<file path="config.mk">
export PLATFORM = sky130hd
export DESIGN_NAME = clipped_blit_address_generator
export DESIGN_NICKNAME = d
export VERILOG_FILES = /design/src/rtl/cbag_pkg.sv /design/src/rtl/clipped_blit_address_generator.sv
export SDC_FILE = /design/constraint.sdc
export NUM_CORES = 1
export LEC_CHECK = 0
export BUFFER_PORTS_ARGS = -buffer_cell sky130_fd_sc_hd__buf_2
export CORE_ASPECT_RATIO = 2
export CORE_UTILIZATION = 27
export CTS_BUF_LIST = sky130_fd_sc_hd__clkbuf_16
export DETAILED_ROUTE_END_ITERATION = 6
export MAX_ROUTING_LAYER = met4
export PLACE_DENSITY = 0.39
export SYNTH_ARGS = -nofsm -noshare
export SYNTH_HDL_FRONTEND = slang
export SYNTH_SLANG_ARGS = --single-unit
</file>
<file path="constraint.sdc">
create_clock -name clk -period 6.9 [get_ports clk]
set_clock_uncertainty 0.1 [all_clocks]
set_input_delay 0.69 -clock clk [delete_from_list [all_inputs] [get_ports clk]]
set_output_delay 0.69 -clock clk [all_outputs]
set_load 0.02 [all_outputs]
</file>
<file path="src/rtl/cbag_pkg.sv">
`timescale 1ns / 1ps
// ============================================================================
// cbag_pkg
// Shared types and codes for the clipped blit address generator.
// ============================================================================
package cbag_pkg;

    localparam int BYTES_PER_PIXEL = 2;

    // Register stages between the config registers and the clip setup values
    localparam int SETUP_STAGES = 3;
    localparam int HOLD_W       = $clog2(SETUP_STAGES + 1);

    localparam int CFG_DATA_W = 13;

    // Input commands
    localparam logic CMD_START = 1'b0;
    localparam logic CMD_BYTE  = 1'b1;

    // Result status codes
    localparam logic [2:0] STATUS_WRITTEN = 3'd0;
    localparam logic [2:0] STATUS_SKIPPED = 3'd1;
    localparam logic [2:0] STATUS_CULLED  = 3'd2;
    localparam logic [2:0] STATUS_STARTED = 3'd3;
    localparam logic [2:0] STATUS_IGNORED = 3'd4;

    typedef enum logic [2:0] {
        REG_POS_X         = 3'd0,
        REG_POS_Y         = 3'd1,
        REG_IMG_WIDTH     = 3'd2,
        REG_IMG_HEIGHT    = 3'd3,
        REG_MARGIN_LEFT   = 3'd4,
        REG_MARGIN_TOP    = 3'd5,
        REG_MARGIN_RIGHT  = 3'd6,
        REG_MARGIN_BOTTOM = 3'd7
    } cfg_index_t;

    typedef struct packed {
        logic       cmd;
        logic [7:0] pixel_byte;
    } cbag_in_t;

    typedef struct packed {
        logic        write_en;
        logic [19:0] fb_addr;
        logic [7:0]  fb_data;
        logic        done_res;
        logic [2:0]  status;
    } cbag_out_t;

endpackage

</file>
<file path="src/rtl/clipped_blit_address_generator.sv">
`timescale 1ns / 1ps
// ============================================================================
// clipped_blit_address_generator
// Clips an RGB565 image to the screen and maps each decoded image byte to
// a framebuffer byte address, or drops it when it lies in a cropped region.
// ============================================================================
//
//  channel | direction | handshake            | payload
//  --------+-----------+----------------------+-----------------------------
//  in      | input     | in_valid / in_ready  | in_data  (cmd, pixel_byte)
//  out     | output    | out_valid / out_ready| out_data (write_en .. status)
//  cfg     | input     | cfg_we               | cfg_index, cfg_wdata
//
//  One item per cycle sustained while out_ready is high and the setup is
//  settled; each item passes the input register and the result register.
//  While a result waits, one more item is taken as long as the input
//  register is empty. The clip setup (crop widening, two multipliers, final
//  adds) is a 3-stage pipe fed by the config registers, so in_ready is low
//  during a config write, after reset and while the setup then settles.
//  Reset is asynchronous, active low, and leaves no image active.
//
module clipped_blit_address_generator #(
    parameter int SCREEN_WIDTH  = 800,
    parameter int SCREEN_HEIGHT = 480
) (
    input  logic                               clk,
    input  logic                               rst_n,
    input  logic                               in_valid,
    output logic                               in_ready,
    input  cbag_pkg::cbag_in_t                 in_data,
    output logic                               out_valid,
    input  logic                               out_ready,
    output cbag_pkg::cbag_out_t                out_data,
    input  logic                               cfg_we,
    input  logic [2:0]                         cfg_index,
    input  logic [cbag_pkg::CFG_DATA_W-1:0]    cfg_wdata
);
    import cbag_pkg::*;

    localparam logic signed [14:0] SW_S      = 15'(SCREEN_WIDTH);
    localparam logic signed [14:0] SH_S      = 15'(SCREEN_HEIGHT);
    localparam logic [19:0]        SW_20     = 20'(SCREEN_WIDTH);
    localparam logic [19:0]        ROW_PITCH = 20'(SCREEN_WIDTH * BYTES_PER_PIXEL);

    // ------------------------------------------------------------------
    // Config registers
    // ------------------------------------------------------------------
    logic [12:0] pos_x_reg, pos_y_reg;
    logic [11:0] img_width_reg, img_height_reg;
    logic [11:0] margin_left_reg, margin_top_reg, margin_right_reg, margin_bottom_reg;
    logic [HOLD_W-1:0] setup_hold_reg, setup_hold_next;

    always_ff @(posedge clk or negedge rst_n)
    begin
        if (!rst_n)
        begin
            pos_x_reg         <= '0;
            pos_y_reg         <= '0;
            img_width_reg     <= '0;
            img_height_reg    <= '0;
            margin_left_reg   <= '0;
            margin_top_reg    <= '0;
            margin_right_reg  <= '0;
            margin_bottom_reg <= '0;
        end
        else if (cfg_we)
        begin
            case (cfg_index_t'(cfg_index))
                REG_POS_X:         pos_x_reg         <= cfg_wdata;
                REG_POS_Y:         pos_y_reg         <= cfg_wdata;
                REG_IMG_WIDTH:     img_width_reg     <= cfg_wdata[11:0];
                REG_IMG_HEIGHT:    img_height_reg    <= cfg_wdata[11:0];
                REG_MARGIN_LEFT:   margin_left_reg   <= cfg_wdata[11:0];
                REG_MARGIN_TOP:    margin_top_reg    <= cfg_wdata[11:0];
                REG_MARGIN_RIGHT:  margin_right_reg  <= cfg_wdata[11:0];
                REG_MARGIN_BOTTOM: margin_bottom_reg <= cfg_wdata[11:0];
                default: ;
            endcase
        end
    end

    always_comb
    begin
        setup_hold_next = setup_hold_reg;
        if (cfg_we)
            setup_hold_next = HOLD_W'(SETUP_STAGES - 1);
        else if (setup_hold_reg != '0)
            setup_hold_next = setup_hold_reg - HOLD_W'(1);
    end

    always_ff @(posedge clk or negedge rst_n)
    begin
        if (!rst_n)
            setup_hold_reg <= HOLD_W'(SETUP_STAGES);
        else
            setup_hold_reg <= setup_hold_next;
    end

    // ------------------------------------------------------------------
    // Setup stage 1: widen crops so the image is clipped to the screen
    // ------------------------------------------------------------------
    logic signed [12:0] x_s, y_s;
    logic signed [14:0] x_end, y_end, x_over, y_over;
    logic [12:0] neg_x, neg_y;
    logic [12:0] cl_next, ct_next, cr_next, cb_next;
    logic [12:0] cl_reg, ct_reg, cr_reg, cb_reg;

    always_comb
    begin
        x_s    = $signed(pos_x_reg);
        y_s    = $signed(pos_y_reg);
        neg_x  = 13'(-x_s);
        neg_y  = 13'(-y_s);
        x_end  = 15'(x_s) + $signed({3'b000, img_width_reg});
        y_end  = 15'(y_s) + $signed({3'b000, img_height_reg});
        x_over = x_end - SW_S;
        y_over = y_end - SH_S;

        cl_next = {1'b0, margin_left_reg};
        if (x_s < 0 && neg_x > cl_next)
            cl_next = neg_x;
        ct_next = {1'b0, margin_top_reg};
        if (y_s < 0 && neg_y > ct_next)
            ct_next = neg_y;
        cr_next = {1'b0, margin_right_reg};
        if (x_end > SW_S && x_over[12:0] > cr_next)
            cr_next = x_over[12:0];
        cb_next = {1'b0, margin_bottom_reg};
        if (y_end > SH_S && y_over[12:0] > cb_next)
            cb_next = y_over[12:0];
    end

    // ------------------------------------------------------------------
    // Setup stage 2: cull test, row/column origin, products
    // ------------------------------------------------------------------
    logic [13:0] first_row, first_col;
    logic [13:0] crop_w_sum, crop_h_sum;
    logic [19:0] row_off_next;
    logic [24:0] ctw_next;
    logic [19:0] row_off_reg;
    logic [24:0] ctw_reg;
    logic [13:0] first_col_reg;
    logic [12:0] cl_d2_reg;
    logic        setup_cull_reg;
    logic [13:0] setup_row_bytes_reg, setup_row_gap_reg;
    logic [11:0] setup_rows_reg;

    always_comb
    begin
        first_row    = {pos_y_reg[12], pos_y_reg} + {1'b0, ct_reg};
        first_col    = {pos_x_reg[12], pos_x_reg} + {1'b0, cl_reg};
        crop_w_sum   = {1'b0, cl_reg} + {1'b0, cr_reg};
        crop_h_sum   = {1'b0, ct_reg} + {1'b0, cb_reg};
        // only the low 20 bits of the address survive
        row_off_next = {{6{first_row[13]}}, first_row} * SW_20;
        ctw_next     = {12'd0, ct_reg} * {13'd0, img_width_reg};
    end

    // ------------------------------------------------------------------
    // Setup stage 3: start address and initial skip count
    // ------------------------------------------------------------------
    logic [19:0] start_pix;
    logic [24:0] skip_pix;
    logic [19:0] setup_addr_reg;
    logic [24:0] setup_skip_reg;

    always_comb
    begin
        start_pix = row_off_reg + {{6{first_col_reg[13]}}, first_col_reg};
        skip_pix  = ctw_reg + {12'd0, cl_d2_reg};
    end

    always_ff @(posedge clk)
    begin
        cl_reg              <= cl_next;
        ct_reg              <= ct_next;
        cr_reg              <= cr_next;
        cb_reg              <= cb_next;
        row_off_reg         <= row_off_next;
        ctw_reg             <= ctw_next;
        first_col_reg       <= first_col;
        cl_d2_reg           <= cl_reg;
        setup_cull_reg      <= (crop_w_sum >= {2'b00, img_width_reg})
                            || (crop_h_sum >= {2'b00, img_height_reg});
        setup_row_bytes_reg <= {13'({1'b0, img_width_reg} - cl_reg - cr_reg), 1'b0};
        setup_row_gap_reg   <= {crop_w_sum[12:0], 1'b0};
        setup_rows_reg      <= img_height_reg - ct_reg[11:0] - cb_reg[11:0];
        setup_addr_reg      <= {start_pix[18:0], 1'b0};
        setup_skip_reg      <= {skip_pix[23:0], 1'b0};
    end

    // ------------------------------------------------------------------
    // Item path: input register -> per-byte logic -> result register
    // ------------------------------------------------------------------
    logic        item_valid_reg;
    cbag_in_t    item_reg;
    logic        out_valid_reg;
    cbag_out_t   out_data_reg;
    logic        advance, item_fire, accept;
    cbag_out_t   res;

    logic        active_reg, active_next;
    logic [24:0] skip_left_reg, skip_left_next;
    logic [13:0] copy_left_reg, copy_left_next, copy_dec;
    logic [11:0] rows_left_reg, rows_left_next, rows_dec;
    logic [19:0] write_ptr_reg, write_ptr_next;
    logic [19:0] row_start_ptr_reg, row_start_ptr_next, next_row_ptr;
    logic [13:0] row_bytes_reg, row_bytes_next;
    logic [13:0] row_gap_bytes_reg, row_gap_bytes_next;

    assign advance   = !out_valid_reg || out_ready;
    assign item_fire = item_valid_reg && advance;
    assign in_ready  = (!item_valid_reg || advance) && (setup_hold_reg == '0) && !cfg_we;
    assign accept    = in_valid && in_ready;

    always_comb
    begin
        active_next        = active_reg;
        skip_left_next     = skip_left_reg;
        copy_left_next     = copy_left_reg;
        rows_left_next     = rows_left_reg;
        write_ptr_next     = write_ptr_reg;
        row_start_ptr_next = row_start_ptr_reg;
        row_bytes_next     = row_bytes_reg;
        row_gap_bytes_next = row_gap_bytes_reg;
        copy_dec           = copy_left_reg - 14'd1;
        rows_dec           = rows_left_reg - 12'd1;
        next_row_ptr       = row_start_ptr_reg + ROW_PITCH;
        res                = '0;

        if (item_reg.cmd == CMD_START)
        begin
            if (setup_cull_reg)
            begin
                active_next = 1'b0;
                res.status  = STATUS_CULLED;
            end
            else
            begin
                active_next        = 1'b1;
                write_ptr_next     = setup_addr_reg;
                row_start_ptr_next = setup_addr_reg;
                skip_left_next     = setup_skip_reg;
                row_bytes_next     = setup_row_bytes_reg;
                row_gap_bytes_next = setup_row_gap_reg;
                copy_left_next     = setup_row_bytes_reg;
                rows_left_next     = setup_rows_reg;
                res.status         = STATUS_STARTED;
            end
        end
        else if (!active_reg)
        begin
            res.status = STATUS_IGNORED;
        end
        else if (skip_left_reg != '0)
        begin
            skip_left_next = skip_left_reg - 25'd1;
            res.status     = STATUS_SKIPPED;
        end
        else
        begin
            res.write_en   = 1'b1;
            res.fb_addr    = write_ptr_reg;
            res.fb_data    = item_reg.pixel_byte;
            res.status     = STATUS_WRITTEN;
            write_ptr_next = write_ptr_reg + 20'd1;
            copy_left_next = copy_dec;
            if (copy_dec == '0)
            begin
                rows_left_next = rows_dec;
                if (rows_dec == '0)
                begin
                    // last visible row finished
                    active_next  = 1'b0;
                    res.done_res = 1'b1;
                end
                else
                begin
                    row_start_ptr_next = next_row_ptr;
                    write_ptr_next     = next_row_ptr;
                    copy_left_next     = row_bytes_reg;
                    skip_left_next     = row_gap_bytes_reg;
                end
            end
        end
    end

    always_ff @(posedge clk or negedge rst_n)
    begin
        if (!rst_n)
        begin
            item_valid_reg    <= 1'b0;
            out_valid_reg     <= 1'b0;
            active_reg        <= 1'b0;
            skip_left_reg     <= '0;
            copy_left_reg     <= '0;
            rows_left_reg     <= '0;
            write_ptr_reg     <= '0;
            row_start_ptr_reg <= '0;
            row_bytes_reg     <= '0;
            row_gap_bytes_reg <= '0;
        end
        else
        begin
            if (accept)
                item_valid_reg <= 1'b1;
            else if (advance)
                item_valid_reg <= 1'b0;
            if (advance)
                out_valid_reg <= item_valid_reg;
            if (item_fire)
            begin
                active_reg        <= active_next;
                skip_left_reg     <= skip_left_next;
                copy_left_reg     <= copy_left_next;
                rows_left_reg     <= rows_left_next;
                write_ptr_reg     <= write_ptr_next;
                row_start_ptr_reg <= row_start_ptr_next;
                row_bytes_reg     <= row_bytes_next;
                row_gap_bytes_reg <= row_gap_bytes_next;
            end
        end
    end

    always_ff @(posedge clk)
    begin
        if (accept)
            item_reg <= in_data;
        if (item_fire)
            out_data_reg <= res;
    end

    assign out_valid = out_valid_reg;
    assign out_data  = out_data_reg;

    // ------------------------------------------------------------------
    // Assertions
    // ------------------------------------------------------------------
    a_hold_blocks_input: assert property (@(posedge clk) disable iff (!rst_n)
        (setup_hold_reg != '0) |-> !in_ready)
        else $error("item taken while clip setup is settling");

    a_idle_fields_zero: assert property (@(posedge clk) disable iff (!rst_n)
        (out_valid && !out_data.write_en) |->
            (out_data.fb_addr == '0 && out_data.fb_data == '0 && !out_data.done_res))
        else $error("result fields set without a write");

    a_done_implies_write: assert property (@(posedge clk) disable iff (!rst_n)
        (out_valid && out_data.done_res) |-> out_data.write_en)
        else $error("done without a write");

    a_done_ends_image: assert property (@(posedge clk) disable iff (!rst_n)
        (item_fire && res.done_res) |=> !active_reg)
        else $error("image still active after last row");

    a_stalled_item_kept: assert property (@(posedge clk) disable iff (!rst_n)
        (item_valid_reg && !advance) |=> item_valid_reg)
        else $error("item lost in input register during stall");

endmodule
</file>
# Yosys cells after proc, flatten, opt, wreduce, memory -nomap -nowiden
# Cells that the tools add are included.
# word_totals
register_bits	461
wordCells	183
# classes
eq_ne	14
muxes	49
n_addsub	22
multipliers	2
bitwise_logic	4
order_cmp	10
reduce_logical	38
# op_table
cell	n
2-to-1 mux 20 bit	11
2-to-1 mux 25 bit	6
2-to-1 mux 12 bit	9
2-to-1 mux 14 bit	6
adder 13 x 13 -> 14 bit	4
> comparator 13 x 12 -> 1 bit	4
2-to-1 mux 30 bit	1
adder 14 x 13 -> 14 bit	2
>= comparator 14 x 12 -> 1 bit	2
less-than comparator 13 x 1 -> 1 bit, second input constant	2
negator 13 bit	2
nonzero test 25 bit	1
subtractor 25 x 1 -> 25 bit, second input constant	1
adder 24 x 13 -> 24 bit	1
multiplier 13 x 12 -> 24 bit	1
subtractor 12 bit	2
adder 20 x 1 -> 20 bit, second input constant	1
adder 20 x 11 -> 20 bit, second input constant	1
multiplier 20 x 5 -> 14 bit, second input constant	1
adder 19 bit	1
AND reduction 2 bit	9
> comparator 14 x 10 -> 1 bit, second input constant	1
> comparator 14 x 11 -> 1 bit, second input constant	1
zero test 14 bit	1
31 further kinds	68

# Logic depth before layout (Yosys ltp)
# Gate-level depths: netlist of run 1.
# logic_depth
word_depth	7
ltp_mapped	23

# Least setup slack after synthesis of run 1
# OpenSTA, ideal clock, no wires.
# synth_timing
path_type	register -> register
from	register img_width_reg[11]
to	register ctw_reg[23]
required_ns	6.728
path_stages_with_launch	23
arrival_time_ns	5.395
slack_ns	1.333
setup_time_ns	0.072
path_cell_list	dfrtp_1 -> clkbuf_1 -> inv_1 -> nor2_1 -> fa_1 -> inv_1 -> fa_1 -> fa_1 -> inv_1 -> fa_1 -> inv_1 -> fa_1 -> inv_1 -> ha_1 -> and3_1 -> and3_1 -> a211oi_1 -> o21ai_0 -> a211oi_1 -> nor2_1 -> a21o_1 -> a21oi_1 -> xnor2_1
# synth_between
elab_chain_len	1
# synth_lines
item	line_no	source
start, declared	clipped_blit_address_generator.sv:49	logic [11:0] img_width_reg, img_height_reg;
start signal, assigned	clipped_blit_address_generator.sv:71	REG_IMG_WIDTH: img_width_reg <= cfg_wdata[11:0];
multiplier 13 x 12 -> 24 bit	clipped_blit_address_generator.sv:156	ctw_next = {12'd0, ct_reg} * {13'd0, img_width_reg};
via ctw_next[23]	clipped_blit_address_generator.sv:139	logic [24:0] ctw_next;
end signal, assigned	clipped_blit_address_generator.sv:180	ctw_reg <= ctw_next;
end, declared	clipped_blit_address_generator.sv:141	logic [24:0] ctw_reg;
# The timed path passes the listed nets, and every way through them passes these cells.
# A chain may end at the register's enable or synchronous reset.

# Worst setup path after layout of run 1
# Same ends and word-level chain as after synthesis.

==> metrics.txt, run 1 <==
# TYPE chip_impl_metric gauge
chip_impl_info{name="run_status",value="complete, no violations"} 1
chip_impl_info{name="reg2reg_from",value="img_width_reg[11]"} 1
chip_impl_metric{name="yosysUniqueCellTypes",unit=""} 91
chip_impl_metric{name="timing.final.crit_period",unit="ns"} 6.10
chip_impl_metric{name="die_width",unit="um"} 242
chip_impl_metric{name="synth_warnings",unit=""} 0
chip_impl_metric{name="cts.sink_count",unit=""} 460
chip_impl_info{name="clock_tree_from_tritoncts",value="yes"} 1
chip_impl_info{name="rsz0062_at_grt",value="no"} 1
chip_impl_metric{name="die_area",unit="sq um"} 117000
chip_impl_metric{name="synth-adder-area-share",unit=""} 0.225
chip_impl_metric{name="final_hold_fails",unit=""} 0
chip_impl_metric{name="syn-mean-instance-area",unit="sq um"} 9.40
chip_impl_metric{name="setup-tns-final",unit="ns"} 0
chip_impl_metric{name="synthSimpleGateAreaFrac",unit=""} 0.143
chip_impl_metric{name="initial_core_util",unit=""} 0.272
chip_impl_metric{name="drive_above_1_share",unit=""} 0.102
chip_impl_metric{name="max_clock_freq",unit="MHz"} 164
chip_impl_metric{name="drtPass1Iterations",unit=""} 5
chip_impl_metric{name="synth_area",unit="sq um"} 31200
chip_impl_metric{name="met3_wirelength",unit="mm"} 1.74
chip_impl_info{name="min_path_type",value="in2reg"} 1
chip_impl_metric{name="antenna_violating_nets_left",unit=""} 0
chip_impl_info{name="setup.worst_path.start",value="img_width_reg[11]"} 1
chip_impl_metric{name="numCtsBuffers",unit=""} 49
chip_impl_metric{name="timing.slew.headroom",unit=""} 0.103
chip_impl_metric{name="yosysSeqAreaShare",unit=""} 0.344
chip_impl_info{name="synth-main-ff-cell",value="sky130_fd_sc_hd__dfrtp_1"} 1
chip_impl_info{name="clockRootBuffer",value="sky130_fd_sc_hd__clkbuf_16"} 1
chip_impl_metric{name="route.detailed.vias_per_inst",unit=""} 4.68
chip_impl_metric{name="setup_slack_of_the_worst_register_to_register_path",unit="ns"} 0.80
chip_impl_metric{name="die_h",unit="um"} 482
chip_impl_info{name="worst_setup_path_type",value="reg2reg"} 1
chip_impl_metric{name="max-clock-path-buffers",unit=""} 3
chip_impl_metric{name="max_cap_viol_count",unit=""} 0
chip_impl_metric{name="wire_length_of_the_first_global_routing_pass",unit="mm"} 158
chip_impl_metric{name="clkLatencyLatePin",unit="ns"} 0.66
chip_impl_metric{name="grt_start_max_net_pins",unit=""} 118
chip_impl_metric{name="final_net_count",unit=""} 3891
chip_impl_metric{name="detail_route.drc_violations",unit=""} 0
chip_impl_metric{name="route.final.wire_length",unit="mm"} 105
chip_impl_metric{name="synthCells",unit=""} 3315
chip_impl_info{name="worstReg2RegEnd",value="ctw_reg[23]"} 1
chip_impl_metric{name="synth_compound_area_frac",unit=""} 0.128
chip_impl_metric{name="cp_max_fo",unit=""} 10
chip_impl_metric{name="cts_setup_buffers",unit=""} 0
chip_impl_metric{name="globalRoute.totalOverflow",unit=""} 0
chip_impl_metric{name="area.growth.synth_to_final",unit="%"} 13.0
chip_impl_metric{name="gr-usage-all-layers",unit=""} 0.187
chip_impl_metric{name="synth_enable_flop_cells",unit=""} 42
chip_impl_metric{name="cts-htree-levels",unit=""} 2
chip_impl_metric{name="fp.coreArea",unit="sq um"} 115000
chip_impl_metric{name="holdBufCountCts",unit=""} 1
chip_impl_metric{name="cts_repair_resize_count",unit=""} 0
chip_impl_info{name="dominant_combinational_cell_family_by_area_after_synthesis",value="adder cells"} 1
chip_impl_metric{name="largest_reg_flops",unit=""} 33
chip_impl_metric{name="setup_violations",unit=""} 0
chip_impl_metric{name="seq_area",unit="sq um"} 10700
chip_impl_metric{name="required",unit="ns"} 7.34
chip_impl_info{name="endpoint",value="ctw_reg[23]"} 1
chip_impl_metric{name="worst_slew_pin_slew",unit="ns"} 1.33
chip_impl_metric{name="post-route-period-util",unit=""} 0.884
chip_impl_metric{name="numPortBuffers",unit=""} 64
chip_impl_metric{name="gpl.final_weighted_congestion",unit=""} 0.857
chip_impl_metric{name="grt_antenna_before_repair",unit=""} 4
chip_impl_info{name="crit_path_capture_type",value="register"} 1
chip_impl_metric{name="detailed_place_hpwl",unit="mm"} 84.3
chip_impl_metric{name="io-pin-count",unit=""} 65
chip_impl_metric{name="postSynth.asyncResetShare",unit=""} 0.476
chip_impl_metric{name="detailroute.wirelength.met2",unit="mm"} 59.8
chip_impl_metric{name="dr.first_iter.drc_count",unit=""} 911
chip_impl_metric{name="fillCellCount",unit=""} 12000
chip_impl_metric{name="drv_slew",unit=""} 0
chip_impl_metric{name="met1_length",unit="mm"} 36.5
chip_impl_metric{name="post_synthesis_net_count",unit=""} 3816
chip_impl_metric{name="ff2ff_path_depth",unit=""} 21
chip_impl_metric{name="route.vias.total",unit=""} 23100
chip_impl_metric{name="row_count",unit=""} 176
chip_impl_metric{name="routedWlPerCell",unit="um"} 21.2
chip_impl_metric{name="number_of_global_route_vias_before_repair",unit=""} 24800
chip_impl_metric{name="multi_input_area",unit="sq um"} 18700
chip_impl_metric{name="crit_arrival",unit="ns"} 6.54
chip_impl_info{name="highest_layer",value="met4"} 1
chip_impl_info{name="startpoint_type",value="register"} 1
chip_impl_metric{name="synth.mux.area_fraction",unit=""} 0.0433
chip_impl_metric{name="path_clk_slew",unit="ns"} 0.07
chip_impl_metric{name="synth.ff_latch_count",unit=""} 460
chip_impl_metric{name="synthXorXnorAreaFrac",unit=""} 0.0590
cell usage after synthesis, types with 50 or more instances:
master                       n  area, sq um
sky130_fd_sc_hd__inv_1     371         1390
sky130_fd_sc_hd__nand2_1   360         1350
sky130_fd_sc_hd__ha_1      323         4040
sky130_fd_sc_hd__dfrtp_1   217         5430
sky130_fd_sc_hd__nor2_1    213          800
sky130_fd_sc_hd__dfxtp_1   199         3980
sky130_fd_sc_hd__a21oi_1   189          946
sky130_fd_sc_hd__o21ai_0   162          811
sky130_fd_sc_hd__fa_1      148         2960
sky130_fd_sc_hd__xnor2_1   140         1230
sky130_fd_sc_hd__mux2_2    103         1160
sky130_fd_sc_hd__clkbuf_1   83          312
sky130_fd_sc_hd__xor2_1     70          613
sky130_fd_sc_hd__nor3_1     57          285
sky130_fd_sc_hd__and2_1     55          344
sky130_fd_sc_hd__a21o_1     50          375
per-layer routing:
layer / global-route usage / vias up
li1: - / 11400
met1: 0.171 / 11300
met2: 0.372 / 320
met3: 0.0136 / 181
met4: 0.109 / 0
met5: - / -
critical path, cell delays in order, from the launching register on:
cell,delay (ns)
sky130_fd_sc_hd__dfrtp_1,0.63
sky130_fd_sc_hd__inv_1,0.26
sky130_fd_sc_hd__nor2_1,0.29
sky130_fd_sc_hd__fa_1,0.44
sky130_fd_sc_hd__inv_1,0.10
sky130_fd_sc_hd__fa_1,0.42
sky130_fd_sc_hd__fa_1,0.54
sky130_fd_sc_hd__inv_1,0.06
sky130_fd_sc_hd__fa_1,0.54
sky130_fd_sc_hd__inv_1,0.06
sky130_fd_sc_hd__fa_1,0.53
sky130_fd_sc_hd__inv_1,0.04
sky130_fd_sc_hd__ha_1,0.34
sky130_fd_sc_hd__and3_1,0.23
sky130_fd_sc_hd__and3_1,0.19
sky130_fd_sc_hd__a211oi_1,0.19
sky130_fd_sc_hd__o21ai_0,0.20
sky130_fd_sc_hd__a211oi_1,0.27
sky130_fd_sc_hd__nor2_1,0.10
sky130_fd_sc_hd__a21o_1,0.18
sky130_fd_sc_hd__a21oi_1,0.17
sky130_fd_sc_hd__xnor2_1,0.14
cell usage in the layout, fill, tap and decap left out, types with 9 or more instances in the layout:
master and n:
sky130_fd_sc_hd__fa_1 148, sky130_fd_sc_hd__mux2_2 103, sky130_fd_sc_hd__xor2_1 70, sky130_fd_sc_hd__a211oi_1 21, sky130_fd_sc_hd__nand2b_1 24, sky130_fd_sc_hd__nand2_1 359
sky130_fd_sc_hd__o21ai_0 162, sky130_fd_sc_hd__clkbuf_16 54, sky130_fd_sc_hd__nor4_1 17, sky130_fd_sc_hd__buf_4 60, sky130_fd_sc_hd__nand4_1 30, sky130_fd_sc_hd__a21oi_1 188
sky130_fd_sc_hd__a31oi_1 25, sky130_fd_sc_hd__nor2_1 212, sky130_fd_sc_hd__nor3_1 55, sky130_fd_sc_hd__dfxtp_1 199, sky130_fd_sc_hd__a21boi_0 12, sky130_fd_sc_hd__or3_1 21
sky130_fd_sc_hd__a21o_1 50, sky130_fd_sc_hd__o22ai_1 24, sky130_fd_sc_hd__nor2b_1 32, sky130_fd_sc_hd__o211ai_1 20, sky130_fd_sc_hd__nand3b_1 9, sky130_fd_sc_hd__ha_1 323
sky130_fd_sc_hd__or4_1 10, sky130_fd_sc_hd__xnor2_1 140, sky130_fd_sc_hd__nand3_1 42, sky130_fd_sc_hd__buf_2 63, sky130_fd_sc_hd__o21a_1 30, sky130_fd_sc_hd__o21bai_1 19
sky130_fd_sc_hd__and3_1 25, sky130_fd_sc_hd__nand4b_1 10, sky130_fd_sc_hd__inv_1 377, sky130_fd_sc_hd__and2_1 55, sky130_fd_sc_hd__edfxtp_1 42, sky130_fd_sc_hd__mux2i_1 10
sky130_fd_sc_hd__dfrtp_1 217, sky130_fd_sc_hd__clkinv_1 12
final cells by class:
class / instances / area share
Antenna cell: 1 / 0.0000711
Inverter: 374 / 0.0399
Timing Repair Buffer: 126 / 0.0230
Tap cell: 1513 / 0.0538
Multi-Input combinational cell: 2379 / 0.531
Clock inverter: 38 / 0.00949
Clock buffer: 54 / 0.0384
Sequential cell: 460 / 0.305
stage by stage:
stage          setup WS [ns]  instance area, sq um  hold slack (ns)  instances  utilization
2_1_floorplan           1.33                 31200            0.210       3315            -
6_report               0.803                 35200            0.117       4945        0.307
5_1_grt                0.366                 35200           0.0851       4945        0.307
3_3_place_gp           0.855                 33500            0.216       4851        0.292
4_1_cts                0.800                 35200           0.0635       4944        0.307
3_5_place_dp           0.808                 33500            0.212       4851        0.292
kinds of logic (layout without fill, tap and decap cells):
family                   count (synthesis)  count (layout)
adder cells (fa/ha/maj)                471             471
other                                    0               1
flip-flops                             460             460
AND/OR/NAND/NOR                        939             939
buffers and inverters                  476             592
AO/OA/AOI/OAI                          638             638
XOR/XNOR                               210             210
multiplexers                           121             121
worst min path at each step:
stage,from,end,slack [ns],cells past startpoint
global route,in_data[7],item_reg[7],0.09,1
global placement,first_col_reg[0],setup_addr_reg[1],0.22,0
CTS,in_data[8],item_reg[8],0.06,1
finish,in_data[8],item_reg[8],0.12,1
floorplan,first_col_reg[0],setup_addr_reg[1],0.21,0
detailed placement,first_col_reg[4],setup_addr_reg[5],0.21,0
Power of run 1 is not shown: default switching activity piles up to over one toggle a cycle in this logic, so the estimate is an artifact.
==> run 2: changes to the inputs <==
--- a/config.mk
+++ b/config.mk
@@ -10,8 +10,10 @@
 export CORE_UTILIZATION = 27
 export CTS_BUF_LIST = sky130_fd_sc_hd__clkbuf_16
 export DETAILED_ROUTE_END_ITERATION = 6
+export HOLD_SLACK_MARGIN = 0.12
 export MAX_ROUTING_LAYER = met4
-export PLACE_DENSITY = 0.39
+export PLACE_DENSITY = 0.48
 export SYNTH_ARGS = -nofsm -noshare
 export SYNTH_HDL_FRONTEND = slang
 export SYNTH_SLANG_ARGS = --single-unit
+export TNS_END_PERCENT = 50
==> run 2 against run 1 <==
Effect of this change:
- the run now ends with DRC left
- non-clock buffer count increased by 5
- first-iteration DRC count decreased by 5.0%
- final cell count up 0.12%
- worst hold slack improved by 0.036 ns
- highest routed layer unchanged
==> metrics.txt, run 2 (synthesis gave the netlist of run 1 again) <==
# TYPE chip_impl_metric gauge
chip_impl_metric{name="post-route-period-util",unit=""} 0.882
chip_impl_metric{name="clkLatencyLatePin",unit="ns"} 0.66
chip_impl_metric{name="setup-tns-final",unit="ns"} 0
chip_impl_info{name="clockRootBuffer",value="sky130_fd_sc_hd__clkbuf_16"} 1
chip_impl_metric{name="max-clock-path-buffers",unit=""} 3
chip_impl_metric{name="globalRoute.totalOverflow",unit=""} 0
chip_impl_metric{name="final_hold_fails",unit=""} 0
chip_impl_info{name="startpoint_type",value="register"} 1
chip_impl_info{name="violated_checks",value="DRC"} 1
chip_impl_metric{name="final_net_count",unit=""} 3895
chip_impl_metric{name="cp_max_fo",unit=""} 17
chip_impl_metric{name="largest_reg_flops",unit=""} 33
chip_impl_metric{name="seq_area",unit="sq um"} 10700
chip_impl_info{name="final_common_cell",value="sky130_fd_sc_hd__inv_1"} 1
chip_impl_info{name="clock_tree_from_tritoncts",value="yes"} 1
chip_impl_metric{name="worst_slew_pin_slew",unit="ns"} 1.22
chip_impl_info{name="worst_setup_path_type",value="reg2reg"} 1
chip_impl_metric{name="timing.final.crit_period",unit="ns"} 6.08
chip_impl_metric{name="initial_core_util",unit=""} 0.272
chip_impl_metric{name="area.growth.synth_to_final",unit="%"} 13.1
chip_impl_metric{name="die_area",unit="sq um"} 117000
chip_impl_info{name="rsz0062_at_grt",value="no"} 1
chip_impl_metric{name="routedWlPerCell",unit="um"} 19.8
chip_impl_metric{name="row_count",unit=""} 176
chip_impl_metric{name="required",unit="ns"} 7.31
chip_impl_info{name="run_status",value="finished with violations"} 1
chip_impl_metric{name="grt_antenna_before_repair",unit=""} 2
chip_impl_metric{name="max_cap_viol_count",unit=""} 0
chip_impl_metric{name="detailed_place_hpwl",unit="mm"} 79.2
chip_impl_metric{name="gr-usage-all-layers",unit=""} 0.175
chip_impl_metric{name="antenna_violating_nets_left",unit=""} 0
chip_impl_metric{name="wire_length_of_the_first_global_routing_pass",unit="mm"} 149
chip_impl_metric{name="dr.first_iter.drc_count",unit=""} 865
chip_impl_metric{name="drv_slew",unit=""} 0
chip_impl_metric{name="die_h",unit="um"} 482
chip_impl_metric{name="gpl.final_weighted_congestion",unit=""} 0.944
chip_impl_metric{name="route.vias.total",unit=""} 23300
chip_impl_metric{name="drive_above_1_share",unit=""} 0.101
chip_impl_metric{name="fp.coreArea",unit="sq um"} 115000
chip_impl_metric{name="setup_violations",unit=""} 0
chip_impl_info{name="crit_path_capture_type",value="register"} 1
chip_impl_metric{name="io-pin-count",unit=""} 65
chip_impl_metric{name="path_clk_slew",unit="ns"} 0.07
chip_impl_info{name="min_path_type",value="in2reg"} 1
chip_impl_metric{name="max_clock_freq",unit="MHz"} 164
chip_impl_metric{name="detail_route.drc_violations",unit=""} 4
chip_impl_metric{name="multi_input_area",unit="sq um"} 18700
chip_impl_metric{name="timing.slew.headroom",unit=""} 0.181
chip_impl_info{name="top_library_cells_by_usage_in_the_layout_fill_and_taps_aside",value="sky130_fd_sc_hd__inv_1 (378), sky130_fd_sc_hd__nand2_1 (359), sky130_fd_sc_hd__ha_1 (323)"} 1
chip_impl_metric{name="cts-htree-levels",unit=""} 2
chip_impl_metric{name="cts_repair_resize_count",unit=""} 0
chip_impl_metric{name="numPortBuffers",unit=""} 64
chip_impl_metric{name="fillCellCount",unit=""} 11900
chip_impl_metric{name="numCtsBuffers",unit=""} 48
chip_impl_metric{name="cts.sink_count",unit=""} 460
chip_impl_metric{name="number_of_global_route_vias_before_repair",unit=""} 24500
chip_impl_metric{name="route.final.wire_length",unit="mm"} 98.2
chip_impl_metric{name="crit_arrival",unit="ns"} 6.49
chip_impl_metric{name="route.detailed.vias_per_inst",unit=""} 4.70
chip_impl_metric{name="drtPass1Iterations",unit=""} 7
chip_impl_metric{name="die_width",unit="um"} 242
chip_impl_metric{name="grt_start_max_net_pins",unit=""} 124
-- run 2: changes by cell type in the layout (fill, tap and decap cells not counted), sizes merged --
| cell | change |
|---|---|
| buf | -4 |
| bufinv | +1 |
| clkbuf | -2 |
| clkinv | +2 |
| clkinvlp | -4 |
| diode | +3 |
| dlygate4sd3 | +9 |
| inv | +1 |
-- run 2: critical path, stage by stage (launching register included) --
cell,delay [ns]
sky130_fd_sc_hd__dfxtp_1,0.90
sky130_fd_sc_hd__ha_1,0.38
sky130_fd_sc_hd__a21o_1,0.15
sky130_fd_sc_hd__a21oi_1,0.22
sky130_fd_sc_hd__nor2b_1,0.07
sky130_fd_sc_hd__o21a_1,0.19
sky130_fd_sc_hd__o41ai_1,0.42
sky130_fd_sc_hd__xnor2_1,0.47
sky130_fd_sc_hd__ha_1,0.39
sky130_fd_sc_hd__ha_1,0.29
sky130_fd_sc_hd__inv_1,0.05
sky130_fd_sc_hd__fa_1,0.52
sky130_fd_sc_hd__inv_1,0.04
sky130_fd_sc_hd__ha_1,0.22
sky130_fd_sc_hd__or4_1,0.53
sky130_fd_sc_hd__a31o_2,0.25
sky130_fd_sc_hd__a21oi_1,0.16
sky130_fd_sc_hd__xnor2_1,0.15
sky130_fd_sc_hd__xnor2_1,0.15
sky130_fd_sc_hd__xor2_1,0.20
sky130_fd_sc_hd__xnor2_1,0.08
-- run 2: repair_timing --
action                    CTS  global route
hold endpoints to repair   58             0
hold buffers               10             0
buffers inserted            0             0
-- run 2: worst paths after layout --
check                                  from             endpoint  slack [ns]  cells past startpoint
setup / recovery                  ct_reg[1]      row_off_reg[18]        0.82                     20
hold / removal                     in_valid       item_valid_reg        0.15                      3
setup reg to reg                  ct_reg[1]      row_off_reg[18]        0.82                     20
hold reg to reg            first_col_reg[3]    setup_addr_reg[4]        0.21                      0
max in group asynchronous             rst_n  margin_left_reg[11]        4.95                      3
min in group asynchronous             rst_n    skip_left_reg[21]        0.48                      2
-- run 2: layout make-up --
type / instances / area share
flip-flops and latches: 460 / 0.304
inverters: 374 / 0.0398
multi-input cells: 2379 / 0.530
repair buffers: 131 / 0.0247
clock inverters: 38 / 0.0104
well taps: 1513 / 0.0537
diodes: 4 / 0.000284
clock buffers: 52 / 0.0369
-- run 2: per-stage QoR --
step,util,hold slack [ns],worst slack [ns],cell area [sq um],std cells
4_1_cts,0.307,0.125,0.803,35200,4947
2_1_floorplan,-,0.210,1.33,31200,3315
5_1_grt,0.307,0.188,0.431,35200,4948
3_5_place_dp,0.292,0.217,0.815,33500,4847
3_3_place_gp,0.292,0.215,0.808,33500,4847
6_report,0.307,0.152,0.815,35300,4951
-- run 2: per-layer routing --
| metal | wire length (um) | GRT usage | vias to the layer above |
|---|---|---|---|
| met2 | 55100 | 0.343 | 421 |
| met4 | 8180 | 0.132 | 0 |
| li1 | - | - | 11400 |
| met1 | 32600 | 0.152 | 11300 |
| met5 | 0 | - | - |
| met3 | 2240 | 0.0157 | 216 |
Power of run 2 is left out for the same reason.
